$ cat config.mk
export PLATFORM = sky130hd
export DESIGN_NAME = two_object_peak_level_centroid_core
export DESIGN_NICKNAME = d
export VERILOG_FILES = /design/src/hw/rtl/tplc_pkg.sv /design/src/hw/rtl/tplc_divider.sv /design/src/hw/rtl/tplc_datapath.sv /design/src/hw/rtl/tplc_ctrl.sv /design/src/hw/rtl/two_object_peak_level_centroid_core.sv
export SDC_FILE = /design/constraint.sdc
export NUM_CORES = 2
export LEC_CHECK = 0
export ABC_AREA = 0
export BUFFER_PORTS_ARGS = -buffer_cell sky130_fd_sc_hd__clkbuf_2
export CAP_MARGIN = 20
export CORE_MARGIN = 2
export CORE_UTILIZATION = 55
export CTS_BUF_LIST = sky130_fd_sc_hd__clkbuf_4
export DETAILED_ROUTE_END_ITERATION = 8
export HOLD_SLACK_MARGIN = 0.1
export PLACE_DENSITY = 0.71
export SYNTH_ARGS = -nofsm -noshare
export SYNTH_HDL_FRONTEND = slang
export SYNTH_SLANG_ARGS = --single-unit
export TNS_END_PERCENT = 30
$ cat constraint.sdc
create_clock -name clk -period 15.8 [get_ports clk]
set_clock_uncertainty 0.05 [all_clocks]
set_input_delay 2.37 -clock clk [delete_from_list [all_inputs] [get_ports clk]]
set_output_delay 2.37 -clock clk [all_outputs]
set_load 0.01 [all_outputs]
$ cat src/hw/rtl/tplc_pkg.sv
// Package for the two-object peak-level centroid core.
// Holds field layout, register indexes, state types and the command and status structs.
// Depends on nothing; every other file of the core imports it.
package tplc_pkg;

  localparam int WORD_W     = 32;
  localparam int HALF_W     = 16;
  localparam int NUM_OBJ    = 2;
  localparam int LEVEL_W    = 3;
  localparam int OFFSET_W   = 7;
  localparam int OFFSET_MAX = 64;
  localparam int SIZE_W     = 13;
  localparam int CENTER_W   = 17;
  localparam int TOTAL_W    = 2;
  localparam int CFG_IDX_W  = 2;

  localparam int FLAG_R_BIT = 7;
  localparam int FLAG_U_BIT = 15;
  localparam int LEVEL_R_LSB = 4;
  localparam int LEVEL_U_LSB = 12;

  localparam logic [CFG_IDX_W-1:0] CFG_FRAME_WIDTH  = 2'd0;
  localparam logic [CFG_IDX_W-1:0] CFG_FRAME_HEIGHT = 2'd1;

  localparam logic [SIZE_W-1:0] RESET_WIDTH  = 13'd640;
  localparam logic [SIZE_W-1:0] RESET_HEIGHT = 13'd480;

  localparam logic [LEVEL_W-1:0] PEAK_START = 3'd1;

  typedef struct packed {
    logic               flag;
    logic [LEVEL_W-1:0] r;
    logic [LEVEL_W-1:0] u;
  } obj_fields_t;

  typedef enum logic [2:0] {
    ST_ACCUM,
    ST_PICK,
    ST_DIV_X,
    ST_DIV_Y,
    ST_EMIT
  } ctrl_state_t;

  typedef enum logic [1:0] {
    DIV_IDLE,
    DIV_SAT,
    DIV_ITER
  } div_phase_t;

  typedef struct packed {
    logic take;
    logic clear;
    logic skip;
    logic next;
    logic div_start;
    logic div_sel_y;
    logic store_x;
    logic load_result;
    logic load_empty;
  } tplc_cmd_t;

  typedef struct packed {
    logic frame_done;
    logic none_found;
    logic sel_found;
    logic div_done;
    logic out_taken;
    logic out_last;
  } tplc_status_t;

  function automatic obj_fields_t obj_fields(input logic [HALF_W-1:0] half);
    obj_fields_t f;
    f.flag = half[FLAG_R_BIT] | half[FLAG_U_BIT];
    f.r    = half[LEVEL_R_LSB +: LEVEL_W];
    f.u    = half[LEVEL_U_LSB +: LEVEL_W];
    return f;
  endfunction

  function automatic logic [OFFSET_W-1:0] level_offset(input logic [LEVEL_W-1:0] lvl);
    logic [OFFSET_W-1:0] off;
    if (lvl == '0) begin
      off = '0;
    end else begin
      off = OFFSET_W'(1) << (lvl - LEVEL_W'(1));
    end
    return off;
  endfunction

endpackage

$ cat src/hw/rtl/tplc_divider.sv
// Iterative divider for the centroid core: one quotient bit per cycle, saturating.
// Forms the divisor as count times frame size, then yields floor(dividend * 2^16 / divisor).
// Depends on tplc_pkg.
module tplc_divider #(
  parameter int SW = 38,
  parameter int CW = 25,
  parameter int ZW = 13
) (
  input  logic                          clk,
  input  logic                          rst,
  input  logic                          start,
  input  logic [SW-1:0]                 dividend,
  input  logic [CW-1:0]                 count,
  input  logic [ZW-1:0]                 size,
  output logic                          done,
  output logic [tplc_pkg::CENTER_W-1:0] quotient
);
  import tplc_pkg::*;

  localparam int DW  = CW + ZW;
  localparam int XW  = (SW > DW + 1) ? SW : DW + 1;
  localparam int STW = $clog2(CENTER_W - 1);

  div_phase_t     phase;
  logic [SW-1:0]  num;
  logic [DW-1:0]  den;
  logic [DW-1:0]  rem;
  logic [STW-1:0] step;

  logic [XW-1:0]  num_x;
  logic [XW-1:0]  den_x;
  logic [XW-1:0]  den2_x;
  logic [XW-1:0]  diff_first;
  logic           sat;
  logic           ge_first;
  logic [DW:0]    rem2;
  logic [DW:0]    diff_iter;
  logic           ge_iter;

  always_comb begin
    num_x      = XW'(num);
    den_x      = XW'(den);
    den2_x     = XW'({den, 1'b0});
    sat        = num_x >= den2_x;
    ge_first   = num_x >= den_x;
    diff_first = num_x - den_x;
    rem2       = {rem, 1'b0};
    ge_iter    = rem2 >= {1'b0, den};
    diff_iter  = rem2 - {1'b0, den};
  end

  always_ff @(posedge clk) begin
    if (rst) begin
      phase <= DIV_IDLE;
      done  <= 1'b0;
    end else begin
      done <= 1'b0;
      unique case (phase)
        DIV_IDLE: begin
          if (start) begin
            phase <= DIV_SAT;
          end
        end
        DIV_SAT: begin
          if (sat) begin
            phase <= DIV_IDLE;
            done  <= 1'b1;
          end else begin
            phase <= DIV_ITER;
          end
        end
        DIV_ITER: begin
          if (step == '0) begin
            phase <= DIV_IDLE;
            done  <= 1'b1;
          end
        end
        default: begin
          phase <= DIV_IDLE;
        end
      endcase
    end
  end

  always_ff @(posedge clk) begin
    case (phase)
      DIV_IDLE: begin
        if (start) begin
          num <= dividend;
          den <= {{ZW{1'b0}}, count} * {{CW{1'b0}}, size};
        end
      end
      DIV_SAT: begin
        quotient <= sat ? '1 : CENTER_W'(ge_first);
        rem      <= ge_first ? DW'(diff_first) : DW'(num_x);
        step     <= STW'(CENTER_W - 2);
      end
      DIV_ITER: begin
        quotient <= {quotient[CENTER_W-2:0], ge_iter};
        rem      <= ge_iter ? DW'(diff_iter) : DW'(rem2);
        step     <= step - STW'(1);
      end
      default: ;
    endcase
  end

endmodule

$ cat src/hw/rtl/tplc_datapath.sv
// Datapath of the centroid core: frame registers, raster counters, per-object accumulators,
// the shared divider and the result register. Driven by commands from tplc_ctrl.
// Depends on tplc_pkg and tplc_divider.
module tplc_datapath #(
  parameter int MAX_WIDTH  = 4096,
  parameter int MAX_HEIGHT = 4096
) (
  input  logic                           clk,
  input  logic                           rst,
  input  tplc_pkg::tplc_cmd_t            cmd,
  output tplc_pkg::tplc_status_t         status,
  input  logic                           cfg_valid,
  output logic                           cfg_ready,
  input  logic [tplc_pkg::CFG_IDX_W-1:0] cfg_index,
  input  logic [tplc_pkg::SIZE_W-1:0]    cfg_data,
  input  logic                           in_valid,
  input  logic [tplc_pkg::WORD_W-1:0]    pixel_word,
  output logic                           out_valid,
  input  logic                           out_stall,
  output logic                           found,
  output logic                           object_id,
  output logic                           slot_index,
  output logic [tplc_pkg::CENTER_W-1:0]  center_x,
  output logic [tplc_pkg::CENTER_W-1:0]  center_y,
  output logic [tplc_pkg::TOTAL_W-1:0]   object_total,
  output logic                           last
);
  import tplc_pkg::*;

  localparam int XW    = $clog2(MAX_WIDTH);
  localparam int YW    = $clog2(MAX_HEIGHT);
  localparam int EXW   = $clog2(MAX_WIDTH + 1);
  localparam int EYW   = $clog2(MAX_HEIGHT + 1);
  localparam int ZW    = (EXW > EYW) ? EXW : EYW;
  localparam int MAXWH = (MAX_WIDTH > MAX_HEIGHT) ? MAX_WIDTH : MAX_HEIGHT;
  localparam int OW    = $clog2(MAXWH + OFFSET_MAX);
  localparam int CW    = $clog2(MAX_WIDTH * MAX_HEIGHT + 1);
  localparam int SW    = CW + OW;

  logic [SIZE_W-1:0]  frame_width;
  logic [SIZE_W-1:0]  frame_height;
  logic [XW-1:0]      column;
  logic [YW-1:0]      row;
  logic [LEVEL_W-1:0] peak [NUM_OBJ];
  logic [SW-1:0]      sum_x [NUM_OBJ];
  logic [SW-1:0]      sum_y [NUM_OBJ];
  logic [CW-1:0]      hit_count [NUM_OBJ];
  logic               obj_sel;
  logic               slot;
  logic [CENTER_W-1:0] center_x_hold;

  logic [EXW-1:0]     w_eff;
  logic [EYW-1:0]     h_eff;
  logic               col_last;
  logic               row_last;
  logic               pixel_fire;
  obj_fields_t        fields [NUM_OBJ];
  logic [LEVEL_W-1:0] level [NUM_OBJ];
  logic [OW-1:0]      add_x [NUM_OBJ];
  logic [OW-1:0]      add_y [NUM_OBJ];
  logic [NUM_OBJ-1:0] cnt_nz;
  logic               more;
  logic [TOTAL_W-1:0] total;
  logic [SW-1:0]      div_dividend;
  logic [ZW-1:0]      div_size;
  logic               div_done;
  logic [CENTER_W-1:0] div_quotient;

  assign cfg_ready = 1'b1;

  always_comb begin
    if (frame_width == '0) begin
      w_eff = EXW'(1);
    end else if (32'(frame_width) > 32'(MAX_WIDTH)) begin
      w_eff = EXW'(MAX_WIDTH);
    end else begin
      w_eff = EXW'(frame_width);
    end
    if (frame_height == '0) begin
      h_eff = EYW'(1);
    end else if (32'(frame_height) > 32'(MAX_HEIGHT)) begin
      h_eff = EYW'(MAX_HEIGHT);
    end else begin
      h_eff = EYW'(frame_height);
    end
  end

  assign col_last   = (32'(column) + 32'd1) >= 32'(w_eff);
  assign row_last   = (32'(row) + 32'd1) >= 32'(h_eff);
  assign pixel_fire = cmd.take && in_valid;

  always_comb begin
    for (int k = 0; k < NUM_OBJ; k++) begin
      fields[k] = obj_fields(pixel_word[k*HALF_W +: HALF_W]);
      level[k]  = (fields[k].r > fields[k].u) ? fields[k].r : fields[k].u;
      add_x[k]  = OW'(column) + OW'(level_offset(fields[k].r));
      add_y[k]  = OW'(row) + OW'(level_offset(fields[k].u));
      cnt_nz[k] = hit_count[k] != '0;
    end
  end

  assign more  = !obj_sel && cnt_nz[1];
  assign total = TOTAL_W'(cnt_nz[0]) + TOTAL_W'(cnt_nz[1]);

  always_comb begin
    status.frame_done = in_valid && col_last && row_last;
    status.none_found = cnt_nz == '0;
    status.sel_found  = cnt_nz[obj_sel];
    status.div_done   = div_done;
    status.out_taken  = out_valid && !out_stall;
    status.out_last   = last;
  end

  assign div_dividend = cmd.div_sel_y ? sum_y[obj_sel] : sum_x[obj_sel];
  assign div_size     = cmd.div_sel_y ? ZW'(h_eff) : ZW'(w_eff);

  tplc_divider #(
    .SW(SW),
    .CW(CW),
    .ZW(ZW)
  ) u_divider (
    .clk      (clk),
    .rst      (rst),
    .start    (cmd.div_start),
    .dividend (div_dividend),
    .count    (hit_count[obj_sel]),
    .size     (div_size),
    .done     (div_done),
    .quotient (div_quotient)
  );

  always_ff @(posedge clk) begin
    if (rst) begin
      frame_width  <= RESET_WIDTH;
      frame_height <= RESET_HEIGHT;
      column       <= '0;
      row          <= '0;
      obj_sel      <= 1'b0;
      slot         <= 1'b0;
      out_valid    <= 1'b0;
      for (int k = 0; k < NUM_OBJ; k++) begin
        peak[k]      <= PEAK_START;
        sum_x[k]     <= '0;
        sum_y[k]     <= '0;
        hit_count[k] <= '0;
      end
    end else begin
      if (cfg_valid) begin
        unique case (cfg_index)
          CFG_FRAME_WIDTH:  frame_width  <= cfg_data;
          CFG_FRAME_HEIGHT: frame_height <= cfg_data;
          default: ;
        endcase
      end
      if (pixel_fire) begin
        if (col_last) begin
          column <= '0;
          row    <= row_last ? '0 : row + YW'(1);
        end else begin
          column <= column + XW'(1);
        end
        for (int k = 0; k < NUM_OBJ; k++) begin
          if (fields[k].flag) begin
            if (level[k] > peak[k]) begin
              peak[k]      <= level[k];
              sum_x[k]     <= '0;
              sum_y[k]     <= '0;
              hit_count[k] <= '0;
            end else if (level[k] == peak[k]) begin
              sum_x[k]     <= sum_x[k] + SW'(add_x[k]);
              sum_y[k]     <= sum_y[k] + SW'(add_y[k]);
              hit_count[k] <= hit_count[k] + CW'(1);
            end
          end
        end
      end
      if (cmd.clear) begin
        obj_sel <= 1'b0;
        slot    <= 1'b0;
        for (int k = 0; k < NUM_OBJ; k++) begin
          peak[k]      <= PEAK_START;
          sum_x[k]     <= '0;
          sum_y[k]     <= '0;
          hit_count[k] <= '0;
        end
      end
      if (cmd.skip) begin
        obj_sel <= 1'b1;
      end
      if (cmd.next) begin
        obj_sel <= 1'b1;
        slot    <= 1'b1;
      end
      if (cmd.load_result || cmd.load_empty) begin
        out_valid <= 1'b1;
      end else if (out_valid && !out_stall) begin
        out_valid <= 1'b0;
      end
    end
  end

  always_ff @(posedge clk) begin
    if (cmd.store_x) begin
      center_x_hold <= div_quotient;
    end
    if (cmd.load_empty) begin
      found        <= 1'b0;
      object_id    <= 1'b0;
      slot_index   <= 1'b0;
      center_x     <= '0;
      center_y     <= '0;
      object_total <= '0;
      last         <= 1'b1;
    end else if (cmd.load_result) begin
      found        <= 1'b1;
      object_id    <= obj_sel;
      slot_index   <= slot;
      center_x     <= center_x_hold;
      center_y     <= div_quotient;
      object_total <= total;
      last         <= !more;
    end
  end

  a_peak_nonzero: assert property (@(posedge clk) disable iff (rst)
    peak[0] != '0 && peak[1] != '0)
    else $error("Peak level of an object fell to zero.");

  a_no_pixel_with_result: assert property (@(posedge clk) disable iff (rst)
    pixel_fire |-> !out_valid)
    else $error("Pixel transfer taken while a result was pending.");

  a_frame_end_wraps: assert property (@(posedge clk) disable iff (rst)
    (pixel_fire && status.frame_done) |=> (column == '0 && row == '0))
    else $error("Raster counters did not wrap at frame end.");

  a_slot_in_range: assert property (@(posedge clk) disable iff (rst)
    (out_valid && found) |-> (TOTAL_W'(slot_index) < object_total))
    else $error("Result slot lies outside the object total.");

endmodule

$ cat src/hw/rtl/tplc_ctrl.sv
// Controller of the centroid core: accumulates pixels, then sequences the divisions
// and result transfers at frame end. Drives the datapath by the command struct.
// Depends on tplc_pkg.
module tplc_ctrl (
  input  logic                   clk,
  input  logic                   rst,
  input  tplc_pkg::tplc_status_t status,
  output tplc_pkg::tplc_cmd_t    cmd
);
  import tplc_pkg::*;

  ctrl_state_t state;
  ctrl_state_t state_next;

  always_ff @(posedge clk) begin
    if (rst) begin
      state <= ST_ACCUM;
    end else begin
      state <= state_next;
    end
  end

  always_comb begin
    state_next = state;
    unique case (state)
      ST_ACCUM: begin
        if (status.frame_done) begin
          state_next = ST_PICK;
        end
      end
      ST_PICK: begin
        if (status.none_found) begin
          state_next = ST_EMIT;
        end else if (status.sel_found) begin
          state_next = ST_DIV_X;
        end
      end
      ST_DIV_X: begin
        if (status.div_done) begin
          state_next = ST_DIV_Y;
        end
      end
      ST_DIV_Y: begin
        if (status.div_done) begin
          state_next = ST_EMIT;
        end
      end
      ST_EMIT: begin
        if (status.out_taken) begin
          state_next = status.out_last ? ST_ACCUM : ST_PICK;
        end
      end
      default: begin
        state_next = ST_ACCUM;
      end
    endcase
  end

  always_comb begin
    cmd = '0;
    unique case (state)
      ST_ACCUM: begin
        cmd.take = !rst;
      end
      ST_PICK: begin
        if (status.none_found) begin
          cmd.load_empty = 1'b1;
        end else if (status.sel_found) begin
          cmd.div_start = 1'b1;
        end else begin
          cmd.skip = 1'b1;
        end
      end
      ST_DIV_X: begin
        if (status.div_done) begin
          cmd.store_x   = 1'b1;
          cmd.div_start = 1'b1;
          cmd.div_sel_y = 1'b1;
        end
      end
      ST_DIV_Y: begin
        cmd.div_sel_y = 1'b1;
        if (status.div_done) begin
          cmd.load_result = 1'b1;
        end
      end
      ST_EMIT: begin
        if (status.out_taken) begin
          cmd.clear = status.out_last;
          cmd.next  = !status.out_last;
        end
      end
      default: ;
    endcase
  end

endmodule

$ cat src/hw/rtl/two_object_peak_level_centroid_core.sv
// Top level of the two-object peak-level centroid core.
// Joins the controller and the datapath; depends on tplc_pkg, tplc_ctrl and tplc_datapath.
//
// Pixels arrive in raster order, one transfer per cycle while a frame is being collected;
// the core counts column and row itself from frame_width and frame_height. After the last
// pixel of a frame the core holds in_stall high while it works out the results: each found
// object needs two divisions on the shared divider, each of which loads the operands and
// forms count times size, makes a saturation check and then forms sixteen more quotient
// bits, or ends at the saturation check when the quotient saturates. When the low-half
// object is absent the core first skips on to the other object, and each result is held
// until the result side takes it. Configuration writes are always accepted and should be
// made between frames.
module two_object_peak_level_centroid_core #(
  parameter int MAX_WIDTH  = 4096,
  parameter int MAX_HEIGHT = 4096
) (
  input  logic                           clk,
  input  logic                           rst,
  input  logic                           cfg_valid,
  output logic                           cfg_ready,
  input  logic [tplc_pkg::CFG_IDX_W-1:0] cfg_index,
  input  logic [tplc_pkg::SIZE_W-1:0]    cfg_data,
  input  logic                           in_valid,
  output logic                           in_stall,
  input  logic [tplc_pkg::WORD_W-1:0]    pixel_word,
  output logic                           out_valid,
  input  logic                           out_stall,
  output logic                           found,
  output logic                           object_id,
  output logic                           slot_index,
  output logic [tplc_pkg::CENTER_W-1:0]  center_x,
  output logic [tplc_pkg::CENTER_W-1:0]  center_y,
  output logic [tplc_pkg::TOTAL_W-1:0]   object_total,
  output logic                           last
);
  import tplc_pkg::*;

  tplc_cmd_t    cmd;
  tplc_status_t status;

  assign in_stall = !cmd.take;

  tplc_ctrl u_ctrl (
    .clk    (clk),
    .rst    (rst),
    .status (status),
    .cmd    (cmd)
  );

  tplc_datapath #(
    .MAX_WIDTH  (MAX_WIDTH),
    .MAX_HEIGHT (MAX_HEIGHT)
  ) u_datapath (
    .clk          (clk),
    .rst          (rst),
    .cmd          (cmd),
    .status       (status),
    .cfg_valid    (cfg_valid),
    .cfg_ready    (cfg_ready),
    .cfg_index    (cfg_index),
    .cfg_data     (cfg_data),
    .in_valid     (in_valid),
    .pixel_word   (pixel_word),
    .out_valid    (out_valid),
    .out_stall    (out_stall),
    .found        (found),
    .object_id    (object_id),
    .slot_index   (slot_index),
    .center_x     (center_x),
    .center_y     (center_y),
    .object_total (object_total),
    .last         (last)
  );

endmodule
==> flow_metrics.tcl <==
set metrics [dict create \
    outcome "completed" \
    finalSetupViolations 0 \
    ir_drop_v 0.0000608 \
    worstPathArrival_ns 9.49 \
    pwr-share-comb_pct 5.4 \
    clk_pin_slew_worst_paths_ns 0.07 \
    p_seq_share_pct 48.2 \
    ys_warn_count 0 \
    final_net_count 5268 \
    synth_edf_count 158 \
    timing.fmax_mhz 115 \
    grt_max_degree 77 \
    grt_pass1_vias 32500 \
    post-route-drc-count 0 \
    reg2reg_slack_ns 7.09 \
    hpwl_mm 83.1 \
    power.density_nw_per_um2 59.6 \
    holdBufCountCts 0 \
    postCtsSetupBuffers 0 \
    cap_violations 0 \
    busiest_layer "met2" \
    required_ns 16.58 \
    grt_usage_pct 29.6 \
    crit_type "reg -> reg" \
    max-slew-margin-rel_pct 28.4 \
    hold_violations 0 \
    avgSynthCellArea_um2 8.74 \
    synth_flop_cell "dfxtp_1" \
    startpoint_type "flop" \
    clock-root-buffer "clkbuf_4" \
    layout_commonest_cell "nand2_1" \
    via_per_inst 5.99 \
    detail-route-antenna-nets 0 \
    synthArstFlopShare_pct 0 \
    fp-row-count 98 \
    cp_max_fo 30 \
    hold_path.class "reg -> reg" \
    dieArea_um2 74500 \
    finalWorstSetupSlack_ns 7.09 \
    grtUsageMet3_pct 5.04 \
    routedWlPerCell_um 19.4 \
    mostFrequentLayoutCells "nand2_1, inv_1, a21oi_1" \
    start_util_pct 55.6 \
    numCtsBuffers 133 \
    rsz0062_at_grt "no" \
    grt_use_met1_pct 39.7 \
    reg2reg_from "u_ctrl.state[2]" \
    die-height_um 273 \
    syn_to_final_growth_pct 7.59 \
    post_cts_resized 0 \
    post-route-period-util_pct 55.1 \
    critPathCaptureType "flop" \
    dpl_worst_slack_ns 7.22 \
    internal_power_mw 1.88 \
    synth_area_um2 39800 \
    r2r-end "u_datapath.u_divider.den[37]" \
    htreeDepth 4 \
    die_w_um 273 \
    antenna_found_initial 4 \
    overflow 0 \
    worst_pin_slew_ns 1.06 \
    wirelength_mm 110 \
    via_count 33900 \
    clk_path_buf_depth 3 \
    fin_crit_ns 8.71 \
    yosysUniqueCellTypes 99 \
    insertion_delay_ns 1.07 \
    io_buffers 77 \
    core_um2 71600 \
    maxSlewViolCount 0 \
    place.gp.congestion 0.975 \
    yosysSeqAreaShare_pct 27.1 \
    holdPathStages 2 \
    switching_power_mw 0.672 \
    min_to "u_datapath.center_x[4]" \
    switching_share_pct 26.3 \
    final.setup.tns_ns 0 \
    tritoncts "done" \
    io_pins 95 \
    first_iter_violations 2918 \
    p_leak_nw 18.9 \
    hp-start "u_datapath.center_x[4]" \
    r2r_cells 24 \
    drive_gt1_share_pct 10.4 \
    grt_pass1_wl_mm 175 \
    synth_seq_cells 460 \
    p_clk_share_pct 46.4 \
    synthCells 4550 \
    synth_nets 5207 \
    dr.pass1.iters 6 \
    gr-usage-met2_pct 47.9 \
    cts_sinks 460 \
]
==> per-stage QoR <==
| step | power [mW] | utilization (%) | instances | instance area, um2 | hold slack, ns |
|---|---|---|---|---|---|
| global route | 2.65 | 59.8 | 5668 | 42800 | 0.419 |
| finish | 2.55 | 59.8 | 5670 | 42800 | 0.404 |
| global placement | 1.39 | 57.3 | 5422 | 41000 | 0.385 |
| floorplan | 1.34 | - | 4550 | 39800 | 0.376 |
| CTS | 2.57 | 59.7 | 5660 | 42800 | 0.406 |
| detailed placement | 1.39 | 57.3 | 5424 | 41000 | 0.388 |
==> routing by layer <==
layer / share of wire, % / routed length (um)
met1: 42 / 46800
met2: 47 / 51500
met3: 7.4 / 8120
met4: 3.5 / 3820
met5: 0.016 / 18
==> sequential cells by signal, summed over array words and instances, names as in the netlist, 2 cells and up, named ones only <==
name,cells
u_datapath.center_x_hold,17
u_datapath.row,12
u_datapath.u_divider.rem,38
u_datapath.center_y,17
u_datapath.u_divider.quotient,17
u_datapath.u_divider.num,38
u_datapath.sum_x,76
u_datapath.hit_count,50
u_datapath.center_x,17
u_datapath.frame_height,13
u_ctrl.state,3
u_datapath.peak,6
u_datapath.frame_width,13
u_datapath.u_divider.step,4
u_datapath.u_divider.den,38
u_datapath.sum_y,76
u_datapath.column,12
u_datapath.u_divider.phase,2
u_datapath.object_total,2
==> cell families after synthesis <==
group / synth area share, %
AND/OR/NAND/NOR: 18.4
XOR/XNOR: 3.79
other: 0.00942
adder cells (fa/ha/maj): 24.4
AO/OA/AOI/OAI: 15.2
buffers and inverters: 6.30
flip-flops: 27.1
multiplexers: 4.79
==> synthesized netlist by cell type (all sizes together) (62+ instances only) <==
master	number	area (um2)
a21o	102	766
a21oi	370	1860
and3	62	389
clkbuf	155	582
dfxtp	302	6050
edfxtp	158	4740
fa	287	5750
ha	318	3980
inv	455	1710
nand2	666	2500
nand3	188	941
nand4	63	415
nor2	317	1190
o21ai	141	706
xnor2	105	920
xor2	67	587
==> cell type report <==
| cell class | count | area (um2) |
|---|---|---|
| clock inverters | 44 | 312 |
| multi-input cells | 3439 | 26600 |
| repair buffers | 121 | 713 |
| clock buffers | 192 | 1440 |
| diodes | 8 | 20.0 |
| inverters | 456 | 1710 |
| fillers | 6387 | 28800 |
| well taps | 950 | 1190 |
| flip-flops and latches | 460 | 10800 |
==> critical path, cell delays in order (launching register included) <==
cell and delay (ns):
dfxtp_1 0.40, inv_1 0.19, nand2_1 0.19, nor2_4 0.81, mux2i_4 0.92, nand2_1 0.17
fa_1 0.53, fa_1 0.51, inv_1 0.05, fa_1 0.46, fa_1 0.54, inv_1 0.05
fa_1 0.53, inv_1 0.06, ha_1 0.38, a21o_1 0.18, a21o_1 0.18, a21oi_2 0.16
o22a_1 0.14, o21ai_0 0.20, o41a_1 0.50, a41o_1 0.28, or4_1 0.43, a2111o_1 0.39
o211ai_1 0.13
==> worst max path at each step <==
| stage | depth (start not counted) | end | from |
|---|---|---|---|
| finish | 24 | u_datapath.u_divider.den[37] | u_ctrl.state[2] |
| global route | 24 | u_datapath.u_divider.den[37] | u_ctrl.state[2] |
| CTS | 24 | u_datapath.u_divider.den[37] | u_ctrl.state[2] |
| detailed placement | 24 | u_datapath.u_divider.den[37] | u_ctrl.state[2] |
| global placement | 24 | u_datapath.u_divider.den[37] | u_ctrl.state[2] |
| floorplan | 26 | u_datapath.u_divider.den[37] | flop |
==> power groups by stage <==
stage                     Combinational [mW]  Sequential, mW  Clock, mW
final                                  0.138            1.23       1.18
after global routing                   0.152            1.23       1.27
after CTS                              0.136            1.23       1.21
after detailed placement               0.136            1.26          0
after global placement                 0.133            1.26          0
after floorplan                       0.0857            1.25          0
Note: power is estimated with default switching activity, not from simulation.
